<file path="config.mk">
export PLATFORM = sky130hd
export DESIGN_NAME = foreground_box_depth_composite_top
export DESIGN_NICKNAME = d
export VERILOG_FILES = /design/src/hdl/fbdc_pkg.sv /design/src/hdl/fbdc_raster.sv /design/src/hdl/fbdc_box.sv /design/src/hdl/foreground_box_depth_composite_top.sv
export SDC_FILE = /design/constraint.sdc
export NUM_CORES = 1
export LEC_CHECK = 0
export BUFFER_PORTS_ARGS = -buffer_cell sky130_fd_sc_hd__buf_2
export CORE_MARGIN = 2
export CORE_UTILIZATION = 40
export CTS_CLUSTER_DIAMETER = 100
export DETAILED_ROUTE_END_ITERATION = 10
export PLACE_DENSITY = 0.57
export SYNTH_ARGS = -nofsm -noshare
export SYNTH_HDL_FRONTEND = slang
export SYNTH_SLANG_ARGS = --single-unit
</file>
<file path="constraint.sdc">
create_clock -name clk -period 12 [get_ports clk]
set_input_delay 3 -clock clk [delete_from_list [all_inputs] [get_ports clk]]
set_output_delay 3 -clock clk [all_outputs]
set_load 0.02 [all_outputs]
</file>
<file path="src/hdl/fbdc_pkg.sv">
// Shared widths, reset values, register indexes, opcodes and the box status bundle.
package fbdc_pkg;

  localparam int SIZE_W    = 11;
  localparam int MARGIN_W  = 6;
  localparam int CFG_W     = 11;
  localparam int CFG_IDX_W = 2;
  localparam int COLOR_W   = 8;
  localparam int DEPTH_W   = 32;
  localparam int COORD_W   = 10;

  localparam logic [SIZE_W-1:0]   FRAME_WIDTH_RST  = SIZE_W'(512);
  localparam logic [SIZE_W-1:0]   FRAME_HEIGHT_RST = SIZE_W'(424);
  localparam logic [MARGIN_W-1:0] MARGIN_RST       = MARGIN_W'(4);

  typedef enum logic [CFG_IDX_W-1:0] {
    CFG_FRAME_WIDTH  = 2'd0,
    CFG_FRAME_HEIGHT = 2'd1,
    CFG_MARGIN       = 2'd2
  } cfg_index_t;

  typedef enum logic {
    OP_DETECT    = 1'b0,
    OP_COMPOSITE = 1'b1
  } op_t;

  typedef struct packed {
    logic [COORD_W-1:0] top;
    logic [COORD_W-1:0] bottom;
    logic [COORD_W-1:0] left;
    logic [COORD_W-1:0] right;
    logic               found;
    logic               in_box;
  } box_status_t;

endpackage

</file>
<file path="src/hdl/fbdc_raster.sv">
// Raster position counter for one pass, with end-of-frame flag.
module fbdc_raster #(
  parameter int MAX_WIDTH  = 1024,
  parameter int MAX_HEIGHT = 1024,
  localparam int COL_W = $clog2(MAX_WIDTH),
  localparam int ROW_W = $clog2(MAX_HEIGHT)
) (
  input  logic                        clk,
  input  logic                        rst,
  input  logic                        step,
  input  logic [fbdc_pkg::SIZE_W-1:0] frame_width,
  input  logic [fbdc_pkg::SIZE_W-1:0] frame_height,
  output logic [COL_W-1:0]            col,
  output logic [ROW_W-1:0]            row,
  output logic                        last
);
  import fbdc_pkg::*;

  localparam int CSZ_W = (SIZE_W > COL_W + 1) ? SIZE_W : COL_W + 1;
  localparam int RSZ_W = (SIZE_W > ROW_W + 1) ? SIZE_W : ROW_W + 1;

  logic [CSZ_W-1:0] w_ext, w_eff, col_inc;
  logic [RSZ_W-1:0] h_ext, h_eff, row_inc;
  logic             col_wrap, row_wrap;

  // Clamp frame size to 1..MAX
  always_comb begin
    w_ext = CSZ_W'(frame_width);
    h_ext = RSZ_W'(frame_height);
    if (w_ext == '0) begin
      w_eff = CSZ_W'(1);
    end else if (w_ext > CSZ_W'(MAX_WIDTH)) begin
      w_eff = CSZ_W'(MAX_WIDTH);
    end else begin
      w_eff = w_ext;
    end
    if (h_ext == '0) begin
      h_eff = RSZ_W'(1);
    end else if (h_ext > RSZ_W'(MAX_HEIGHT)) begin
      h_eff = RSZ_W'(MAX_HEIGHT);
    end else begin
      h_eff = h_ext;
    end
  end

  // Wrap at or beyond the last column / row
  assign col_inc  = CSZ_W'(col) + CSZ_W'(1);
  assign row_inc  = RSZ_W'(row) + RSZ_W'(1);
  assign col_wrap = col_inc >= w_eff;
  assign row_wrap = row_inc >= h_eff;
  assign last     = col_wrap && row_wrap;

  // Advance position on each transfer of this pass
  always_ff @(posedge clk) begin
    if (rst) begin
      col <= '0;
      row <= '0;
    end else if (step) begin
      if (col_wrap) begin
        col <= '0;
        row <= row_wrap ? '0 : ROW_W'(row_inc);
      end else begin
        col <= COL_W'(col_inc);
      end
    end
  end

endmodule

</file>
<file path="src/hdl/fbdc_box.sv">
// Foreground bounding box tracker and widened-box membership test.
module fbdc_box #(
  parameter int MAX_WIDTH  = 1024,
  parameter int MAX_HEIGHT = 1024,
  localparam int COL_W = $clog2(MAX_WIDTH),
  localparam int ROW_W = $clog2(MAX_HEIGHT)
) (
  input  logic                          clk,
  input  logic                          rst,
  input  logic                          detect_step,
  input  logic                          fg,
  input  logic [COL_W-1:0]              det_col,
  input  logic [ROW_W-1:0]              det_row,
  input  logic [COL_W-1:0]              comp_col,
  input  logic [ROW_W-1:0]              comp_row,
  input  logic [fbdc_pkg::MARGIN_W-1:0] margin,
  output fbdc_pkg::box_status_t         status
);
  import fbdc_pkg::*;

  localparam int CCMP_W = ((COL_W > MARGIN_W) ? COL_W : MARGIN_W) + 1;
  localparam int RCMP_W = ((ROW_W > MARGIN_W) ? ROW_W : MARGIN_W) + 1;

  logic [ROW_W-1:0] top_row, bottom_row, top_row_next, bottom_row_next;
  logic [COL_W-1:0] left_col, right_col, left_col_next, right_col_next;
  logic             found_flag, found_flag_next;
  logic             first_pixel;

  assign first_pixel = (det_row == '0) && (det_col == '0);

  // Clear at frame start, then seed or grow the box
  always_comb begin
    top_row_next    = top_row;
    bottom_row_next = bottom_row;
    left_col_next   = left_col;
    right_col_next  = right_col;
    found_flag_next = found_flag;
    if (detect_step) begin
      if (first_pixel) begin
        top_row_next    = '0;
        bottom_row_next = '0;
        left_col_next   = '0;
        right_col_next  = '0;
        found_flag_next = 1'b0;
      end
      if (fg) begin
        if (!found_flag_next) begin
          top_row_next    = det_row;
          bottom_row_next = det_row;
          left_col_next   = det_col;
          right_col_next  = det_col;
          found_flag_next = 1'b1;
        end else begin
          if (det_row < top_row_next)    top_row_next    = det_row;
          if (det_row > bottom_row_next) bottom_row_next = det_row;
          if (det_col < left_col_next)   left_col_next   = det_col;
          if (det_col > right_col_next)  right_col_next  = det_col;
        end
      end
    end
  end

  always_ff @(posedge clk) begin
    if (rst) begin
      top_row    <= '0;
      bottom_row <= '0;
      left_col   <= '0;
      right_col  <= '0;
      found_flag <= 1'b0;
    end else begin
      top_row    <= top_row_next;
      bottom_row <= bottom_row_next;
      left_col   <= left_col_next;
      right_col  <= right_col_next;
      found_flag <= found_flag_next;
    end
  end

  // Report the box after this pixel's update, masked to output width
  assign status.top    = COORD_W'(top_row_next);
  assign status.bottom = COORD_W'(bottom_row_next);
  assign status.left   = COORD_W'(left_col_next);
  assign status.right  = COORD_W'(right_col_next);
  assign status.found  = found_flag_next;

  // Widened box test without wrap below zero
  assign status.in_box = found_flag &&
      (RCMP_W'(comp_row) + RCMP_W'(margin) >= RCMP_W'(top_row)) &&
      (RCMP_W'(comp_row) <= RCMP_W'(bottom_row) + RCMP_W'(margin)) &&
      (CCMP_W'(comp_col) + CCMP_W'(margin) >= CCMP_W'(left_col)) &&
      (CCMP_W'(comp_col) <= CCMP_W'(right_col) + CCMP_W'(margin));

  a_box_ordered: assert property (@(posedge clk) disable iff (rst)
    found_flag |-> (top_row <= bottom_row) && (left_col <= right_col))
    else $error("box corners out of order");

endmodule

</file>
<file path="src/hdl/foreground_box_depth_composite_top.sv">
// An input transfer loads the input register; it moves into the result register once
// the result register is empty or being taken, and is then offered as a result.
// Throughput: one pixel per clock while out_stall is low; box and raster updates never hold the flow.
// An input register and a result register decouple the two channels.
// Reset clears pass positions, the box and the found flag, and restores
// frame_width 512, frame_height 424, margin 4.
module foreground_box_depth_composite_top #(
  parameter int MAX_WIDTH  = 1024,
  parameter int MAX_HEIGHT = 1024
) (
  input  logic                           clk,
  input  logic                           rst,
  input  logic                           cfg_write,
  input  logic [fbdc_pkg::CFG_IDX_W-1:0] cfg_index,
  input  logic [fbdc_pkg::CFG_W-1:0]     cfg_data,
  input  logic                           in_valid,
  output logic                           in_stall,
  input  logic                           operation,
  input  logic [fbdc_pkg::COLOR_W-1:0]   back_red,
  input  logic [fbdc_pkg::COLOR_W-1:0]   back_green,
  input  logic [fbdc_pkg::COLOR_W-1:0]   back_blue,
  input  logic [fbdc_pkg::COLOR_W-1:0]   proc_red,
  input  logic [fbdc_pkg::COLOR_W-1:0]   proc_green,
  input  logic [fbdc_pkg::COLOR_W-1:0]   proc_blue,
  input  logic [fbdc_pkg::DEPTH_W-1:0]   live_depth,
  input  logic [fbdc_pkg::DEPTH_W-1:0]   back_depth,
  output logic                           out_valid,
  input  logic                           out_stall,
  output logic [fbdc_pkg::DEPTH_W-1:0]   out_depth,
  output logic [fbdc_pkg::COORD_W-1:0]   box_top,
  output logic [fbdc_pkg::COORD_W-1:0]   box_bottom,
  output logic [fbdc_pkg::COORD_W-1:0]   box_left,
  output logic [fbdc_pkg::COORD_W-1:0]   box_right,
  output logic                           box_found,
  output logic                           frame_end
);
  import fbdc_pkg::*;

  localparam int COL_W = $clog2(MAX_WIDTH);
  localparam int ROW_W = $clog2(MAX_HEIGHT);

  logic [SIZE_W-1:0]   frame_width, frame_height;
  logic [MARGIN_W-1:0] margin;

  logic               in_full, in_op, in_fg;
  logic [DEPTH_W-1:0] in_live, in_back;
  logic               advance, take, det_step, comp_step;

  logic [COL_W-1:0] det_col, comp_col;
  logic [ROW_W-1:0] det_row, comp_row;
  logic             det_last, comp_last;
  box_status_t      box;

  // Configuration writes
  always_ff @(posedge clk) begin
    if (rst) begin
      frame_width  <= FRAME_WIDTH_RST;
      frame_height <= FRAME_HEIGHT_RST;
      margin       <= MARGIN_RST;
    end else if (cfg_write) begin
      if (cfg_index == CFG_FRAME_WIDTH)  frame_width  <= SIZE_W'(cfg_data);
      if (cfg_index == CFG_FRAME_HEIGHT) frame_height <= SIZE_W'(cfg_data);
      if (cfg_index == CFG_MARGIN)       margin       <= MARGIN_W'(cfg_data);
    end
  end

  // Handshake: move the input register into the result register
  assign advance   = in_full && (!out_valid || !out_stall);
  assign in_stall  = in_full && !advance;
  assign take      = in_valid && !in_stall;
  assign det_step  = advance && (in_op == OP_DETECT);
  assign comp_step = advance && (in_op == OP_COMPOSITE);

  // Input register; reduce the color compare to one foreground bit
  always_ff @(posedge clk) begin
    if (rst) begin
      in_full <= 1'b0;
    end else if (take) begin
      in_full <= 1'b1;
    end else if (advance) begin
      in_full <= 1'b0;
    end
  end

  always_ff @(posedge clk) begin
    if (take) begin
      in_op   <= operation;
      in_fg   <= (back_red != proc_red) && (back_green != proc_green) &&
                 (back_blue != proc_blue);
      in_live <= live_depth;
      in_back <= back_depth;
    end
  end

  fbdc_raster #(.MAX_WIDTH(MAX_WIDTH), .MAX_HEIGHT(MAX_HEIGHT)) u_det_raster (
    .clk          (clk),
    .rst          (rst),
    .step         (det_step),
    .frame_width  (frame_width),
    .frame_height (frame_height),
    .col          (det_col),
    .row          (det_row),
    .last         (det_last)
  );

  fbdc_raster #(.MAX_WIDTH(MAX_WIDTH), .MAX_HEIGHT(MAX_HEIGHT)) u_comp_raster (
    .clk          (clk),
    .rst          (rst),
    .step         (comp_step),
    .frame_width  (frame_width),
    .frame_height (frame_height),
    .col          (comp_col),
    .row          (comp_row),
    .last         (comp_last)
  );

  fbdc_box #(.MAX_WIDTH(MAX_WIDTH), .MAX_HEIGHT(MAX_HEIGHT)) u_box (
    .clk         (clk),
    .rst         (rst),
    .detect_step (det_step),
    .fg          (in_fg),
    .det_col     (det_col),
    .det_row     (det_row),
    .comp_col    (comp_col),
    .comp_row    (comp_row),
    .margin      (margin),
    .status      (box)
  );

  // Result register
  always_ff @(posedge clk) begin
    if (rst) begin
      out_valid <= 1'b0;
    end else if (advance) begin
      out_valid <= 1'b1;
    end else if (!out_stall) begin
      out_valid <= 1'b0;
    end
  end

  always_ff @(posedge clk) begin
    if (advance) begin
      if (in_op == OP_COMPOSITE) begin
        out_depth <= box.in_box ? in_live : in_back;
        frame_end <= comp_last;
      end else begin
        out_depth <= '0;
        frame_end <= det_last;
      end
      box_top    <= box.top;
      box_bottom <= box.bottom;
      box_left   <= box.left;
      box_right  <= box.right;
      box_found  <= box.found;
    end
  end

  a_detect_zero_depth: assert property (@(posedge clk) disable iff (rst)
    det_step |=> out_depth == '0)
    else $error("detect pixel produced nonzero depth");

  a_no_box_zero: assert property (@(posedge clk) disable iff (rst)
    out_valid && !box_found |-> box_top == '0 && box_bottom == '0 &&
                                box_left == '0 && box_right == '0)
    else $error("box coordinates set without foreground");

  a_hold_input: assert property (@(posedge clk) disable iff (rst)
    in_full && !advance |=> in_full && $stable(in_live) && $stable(in_op))
    else $error("held input register lost its pixel");

endmodule

</file>
# Word-level counts from Yosys, hierarchy flattened

Cells that the tools add are included.

Word-level logic and storage cells: 126
Input bits: 131
Output and inout port bits: 76
Register bits: 251

Add/subtract/negate cells: 8
Bitwise logic cells: 1
$lt $le $gt $ge: 14
Mux-type cells: 42
Equal/unequal tests: 6
Reduce and logical (&&, ||, !) cells: 30

Operators by type and width:

| operator                                              | number |
|---|---|
| two-way mux 10 bit                                    | 28 |
| adder 10 x 1 -> 11 bit, second input constant         | 4 |
| adder 10 x 6 -> 11 bit                                | 4 |
| >= comparator 11 bit                                  | 4 |
| two-way mux 11 bit                                    | 4 |
| two-way mux 32 bit                                    | 1 |
| inequality test 8 bit                                 | 3 |
| >= comparator 11 x 10 -> 1 bit                        | 2 |
| greater-than comparator 11 bit, second input constant | 2 |
| <= comparator 10 x 11 -> 1 bit                        | 2 |
| logical NOT 11 bit                                    | 2 |
| greater-than comparator 10 bit                        | 2 |
| logical NOT 10 bit                                    | 2 |
| < comparator 10 bit                                   | 2 |
| logical AND 1 bit                                     | 14 |
| AND reduction 2 bit                                   | 5 |
| two-way mux 1 bit                                     | 9 |
| logical NOT 1 bit                                     | 4 |
| == test 2 x 1 -> 1 bit, second input constant         | 1 |
| == test 2 bit, second input constant                  | 1 |
| logical NOT 2 bit                                     | 1 |
| inequality test 2 x 1 -> 1 bit, second input constant | 1 |
| nonzero test 2 bit                                    | 1 |
| logical OR 1 bit                                      | 1 |
| NOT 1 bit                                             | 1 |

# Logic depth before layout (Yosys ltp)

Depth after elaboration: 10
Gate-level depth with buffers: 19
Mapped depth without buffers: 17

# By module

A second synthesis with hierarchy kept.

Cells, all modules: 1376
Area total of the unflattened synthesis: 14671.6 µm²

Modules (own cells, without submodules):

| module                             | times used | cells each | sequential area each (µm²) | area each (µm²) |
|---|---|---|---|---|
| foreground_box_depth_composite_top | 1          | 364        | 4804.6                     | 6152.2 |
| fbdc_box                           | 1          | 616        | 820.8                      | 5157.4 |
| fbdc_raster (u_comp_raster)        | 1          | 194        | 400.4                      | 1687.9 |
| fbdc_raster (u_det_raster)         | 1          | 202        | 400.4                      | 1674.1 |

# Least setup slack after synthesis

OpenSTA, ideal clock, no wires.

Path type: input-to-reg
From: in out_stall
To: reg box_top[1] (netlist bit), data pin
Stages on the path: 7
Library setup time: 0.267 ns
Buffers on the path: 2
Required time: 11.733 ns
Path slack: 1.529 ns
Arrival: 10.204 ns
Cells stage by stage: a21boi_0 -> nor2b_1 -> clkbuf_1 -> nand2_1 -> o21ai_1 -> clkbuf_1 -> o22ai_1

RTL lines:

| element              | RTL line                                  | RTL |
|---|---|---|
| start, declared      | foreground_box_depth_composite_top.sv:28  | `input logic out_stall,` |
| end signal, assigned | foreground_box_depth_composite_top.sv:150 | `box_top <= box.top;` |
| end, declared        | foreground_box_depth_composite_top.sv:30  | `output logic [fbdc_pkg::COORD_W-1:0] box_top,` |

# Worst setup path after layout

From: in out_stall
To: out in_stall

Longest elaborated chain between the ends: 5

RTL lines:

| element           | RTL line                                 | RTL |
|---|---|---|
| logical NOT 1 bit | --                                       |  |
| logical OR 1 bit  | foreground_box_depth_composite_top.sv:68 | `assign advance = in_full && (!out_valid \|\| !out_stall);` |
| logical AND 1 bit | foreground_box_depth_composite_top.sv:68 |  |
| logical NOT 1 bit | foreground_box_depth_composite_top.sv:69 | `assign in_stall = in_full && !advance;` |
| logical AND 1 bit | foreground_box_depth_composite_top.sv:69 |  |
| end, declared     | foreground_box_depth_composite_top.sv:17 | `output logic in_stall,` |

Every way passes these cells.

==> qor.yml <==
run_status:
  status: "finished, final reports clean"
route:
  vias_per_cell: 5.30
  drt-wirelength-per-cell_um: 17.7
  ant_nets: 0
  wl_um: 37800
  first_pass_iters: 5
  vias: 11300
  drt_iter0_drc: 593
  drc_errors: 0
yosys:
  yosys_register_bits: 251
  synth_enable_flop_cells: 140
  syn_area_sq_mm: 0.0145
  ys_seq_area_share_pct: 44.5
  syn-mean-instance-area_sq_um: 9.84
  ys.flop_type: "edfxtp_1"
  synthCells: 1468
  ys_types: 67
  yosys_warnings: 0
  synth_nets: 1755
  async_flop_share_pct: 0
grt:
  grt_usage_pct: 19.8
  grt_pass1_wl_um: 60000
  antenna_found_initial: 5
  grt_pass1_vias: 11000
  overflow: 0
  grt_max_degree: 94
floorplanning:
  fp-row-count: 69
  chipWidth_um: 194
  die-area_sq_mm: 0.0377
  ios: 207
  start_util_pct: 40.6
  die_h_um: 194
  coreArea_sq_mm: 0.0356
placed_design:
  place_hpwl_um: 28000
  numPortBuffers: 206
  pre_cts_slack_ps: 5430
  place_congestion: 0.857
layout:
  final_common_cell: "nand2_1"
  layout_common_cells: "nand2_1, buf_2, ha_1"
  fillers: 3402
  area.growth.synth_to_final_pct: 16.6
  nets: 1934
  drive_gt1_share_pct: 16.8
sta:
  timing.fmax_mhz: 152
  finClkSkew_ps: 18.0
  relSlewSlack_pct: 25.1
  setup_ws_ps: 5430
  min_period_ps: 6570
  worstMarginPinSlew_ps: 1120
  grt_setup_unrepaired: "no"
  hold_viol_final: 0
  setup_viol: 0
  hold_ws_ps: 471
  fin_crit_sh_pct: 54.7
  final_max_slew_viol_count: 0
  fin_tns_setup_ps: 0
worst_setup_path:
  worstPathMaxFanout: 3
  cp_top_family: "buffers and inverters"
  crit_type: "input pin to output port"
  cp_slowest_stage_delay_ps: 250
  r2r_cells: 15
  arrival_ps: 3570
  crit_buf_inv: 2
  crit_path_top_delay_cell: "and3_1"
  worst_setup_path_start_kind: "input pin"
  crit_path_cell_trace: "buf_2, and3_1, buf_2"
  reg2reg_slack_ps: 7170
  crit_start: "out_stall"
  crit_path_end_kind: "output port"
  cp.depth: 3
  cp.required_ps: 9000
  worstReg2RegEnd: "out_depth[10]"
  reg2reg_from: "margin[1]"
  critPathCapture: "in_stall"
  cp_common_cell: "buf_2"
clocking:
  cts-htree-levels: 1
  cts_tree: "built"
  cts_sinks: 251
  cts.clk_slew.worst_paths_ps: 60
  cts_resized: 0
  cts_buffers: 29
  clock-root-buffer: "clkbuf_16"
  cts_setup_buffers: 0
  clockBufferDepth: 3
  hold_buffers: 0
  worstSkewPairLatency_ps: 570
job:
  cap_violations: 0
power:
  p_leak_nw: 7.19
  irDropWorstVdd_v: 0.000117
  cellPowerDensity_mw_per_mm2: 125
  total_power_w: 0.00211
min_path:
  min_path_type: "register to register"
-- cell usage after synthesis, types with 41 or more instances --
library cell,count,area (sq um)
a21oi_1,66,330
nand2_1,222,833
ha_1,152,1900
clkbuf_1,57,214
dfxtp_1,111,2220
nor2_1,90,338
edfxtp_1,140,4200
mux2i_1,46,460
xnor2_1,41,359
nand3_1,60,300
inv_1,62,233
xor2_1,52,455
-- how the worst min path moves through the flow --
stage	start	depth (start not counted)	to
2_1_floorplan	in_full	2	out_valid
4_1_cts	frame_height[6]	2	frame_height[6]
3_5_place_dp	frame_height[6]	2	frame_height[6]
5_1_grt	frame_height[6]	2	frame_height[6]
3_3_place_gp	frame_height[4]	2	frame_height[4]
6_report	frame_height[6]	2	frame_height[6]
-- report_power, final --
group          internal (W)  switching, W
clock network      0.000529      0.000353
logic             0.0000963      0.000162
registers          0.000945     0.0000277
total               0.00157      0.000542
-- registers in the layout, indices dropped and copies added (netlist names), 6 cells and up --
register	count
box_right	10
out_depth	32
u_box.left_col	10
u_det_raster.col	10
u_box.bottom_row	10
in_back	32
u_box.top_row	10
box_bottom	10
u_det_raster.row	10
u_comp_raster.row	10
frame_height	11
box_top	10
u_comp_raster.col	10
in_live	32
u_box.right_col	10
frame_width	11
margin	6
box_left	10
-- cell families (layout without fill, tap and decap cells) --
| kind of cell | count (synthesis) | count (layout) | share of synthesized area [%] |
|---|---|---|---|
| other cells | 0 | 3 | 0 |
| mux | 49 | 49 | 3.42 |
| buf+inv | 133 | 335 | 3.64 |
| fa+ha+maj | 156 | 156 | 13.7 |
| xor+xnor | 93 | 93 | 5.64 |
| compound gates | 258 | 258 | 11.9 |
| flops | 251 | 251 | 44.5 |
| simple gates | 528 | 528 | 17.2 |
-- worst reg2reg max path: cells and delay by family (launching register included) --
family                     cells  cell delay [ps]
buffers and inverters          2              550
muxes                          1              240
DFF                            1              610
AOI/OAI and AO/OA              5             1090
and+or+nand+nor                4              960
xor gates and xnor gates       1              270
adders and majority gates      2              790
-- layer usage --
layer  vias up  global-route usage [%]  part of all wire (%)
met5         -                       0                 0.056
met4         4                    4.29                   1.7
met3        45                    5.13                   7.3
met2       290                    32.1                    45
met1      5326                    26.5                    46
li1       5637                       -                     -
-- metrics by stage --
step                      std cells  cell area, sq um  util, %
after floorplan                1468             14500        -
after global placement         2077             15900     44.7
after detailed placement       2077             15900     44.7
after CTS                      2131             16800     47.4
after global routing           2131             16800     47.4
final                          2134             16900     47.4
-- cell type report --
type | instances | area, sq um | share of cell area, %
Tap cell | 461 | 577 | 3.42
Timing Repair Buffer | 218 | 1120 | 6.67
Inverter | 63 | 236 | 1.40
Multi-Input combinational cell | 1084 | 7520 | 44.6
Antenna cell | 3 | 7.51 | 0.0445
Clock buffer | 48 | 898 | 5.33
Clock inverter | 6 | 63.8 | 0.379
Sequential cell | 251 | 6430 | 38.1
Note: power is estimated with default switching activity, not from simulation.
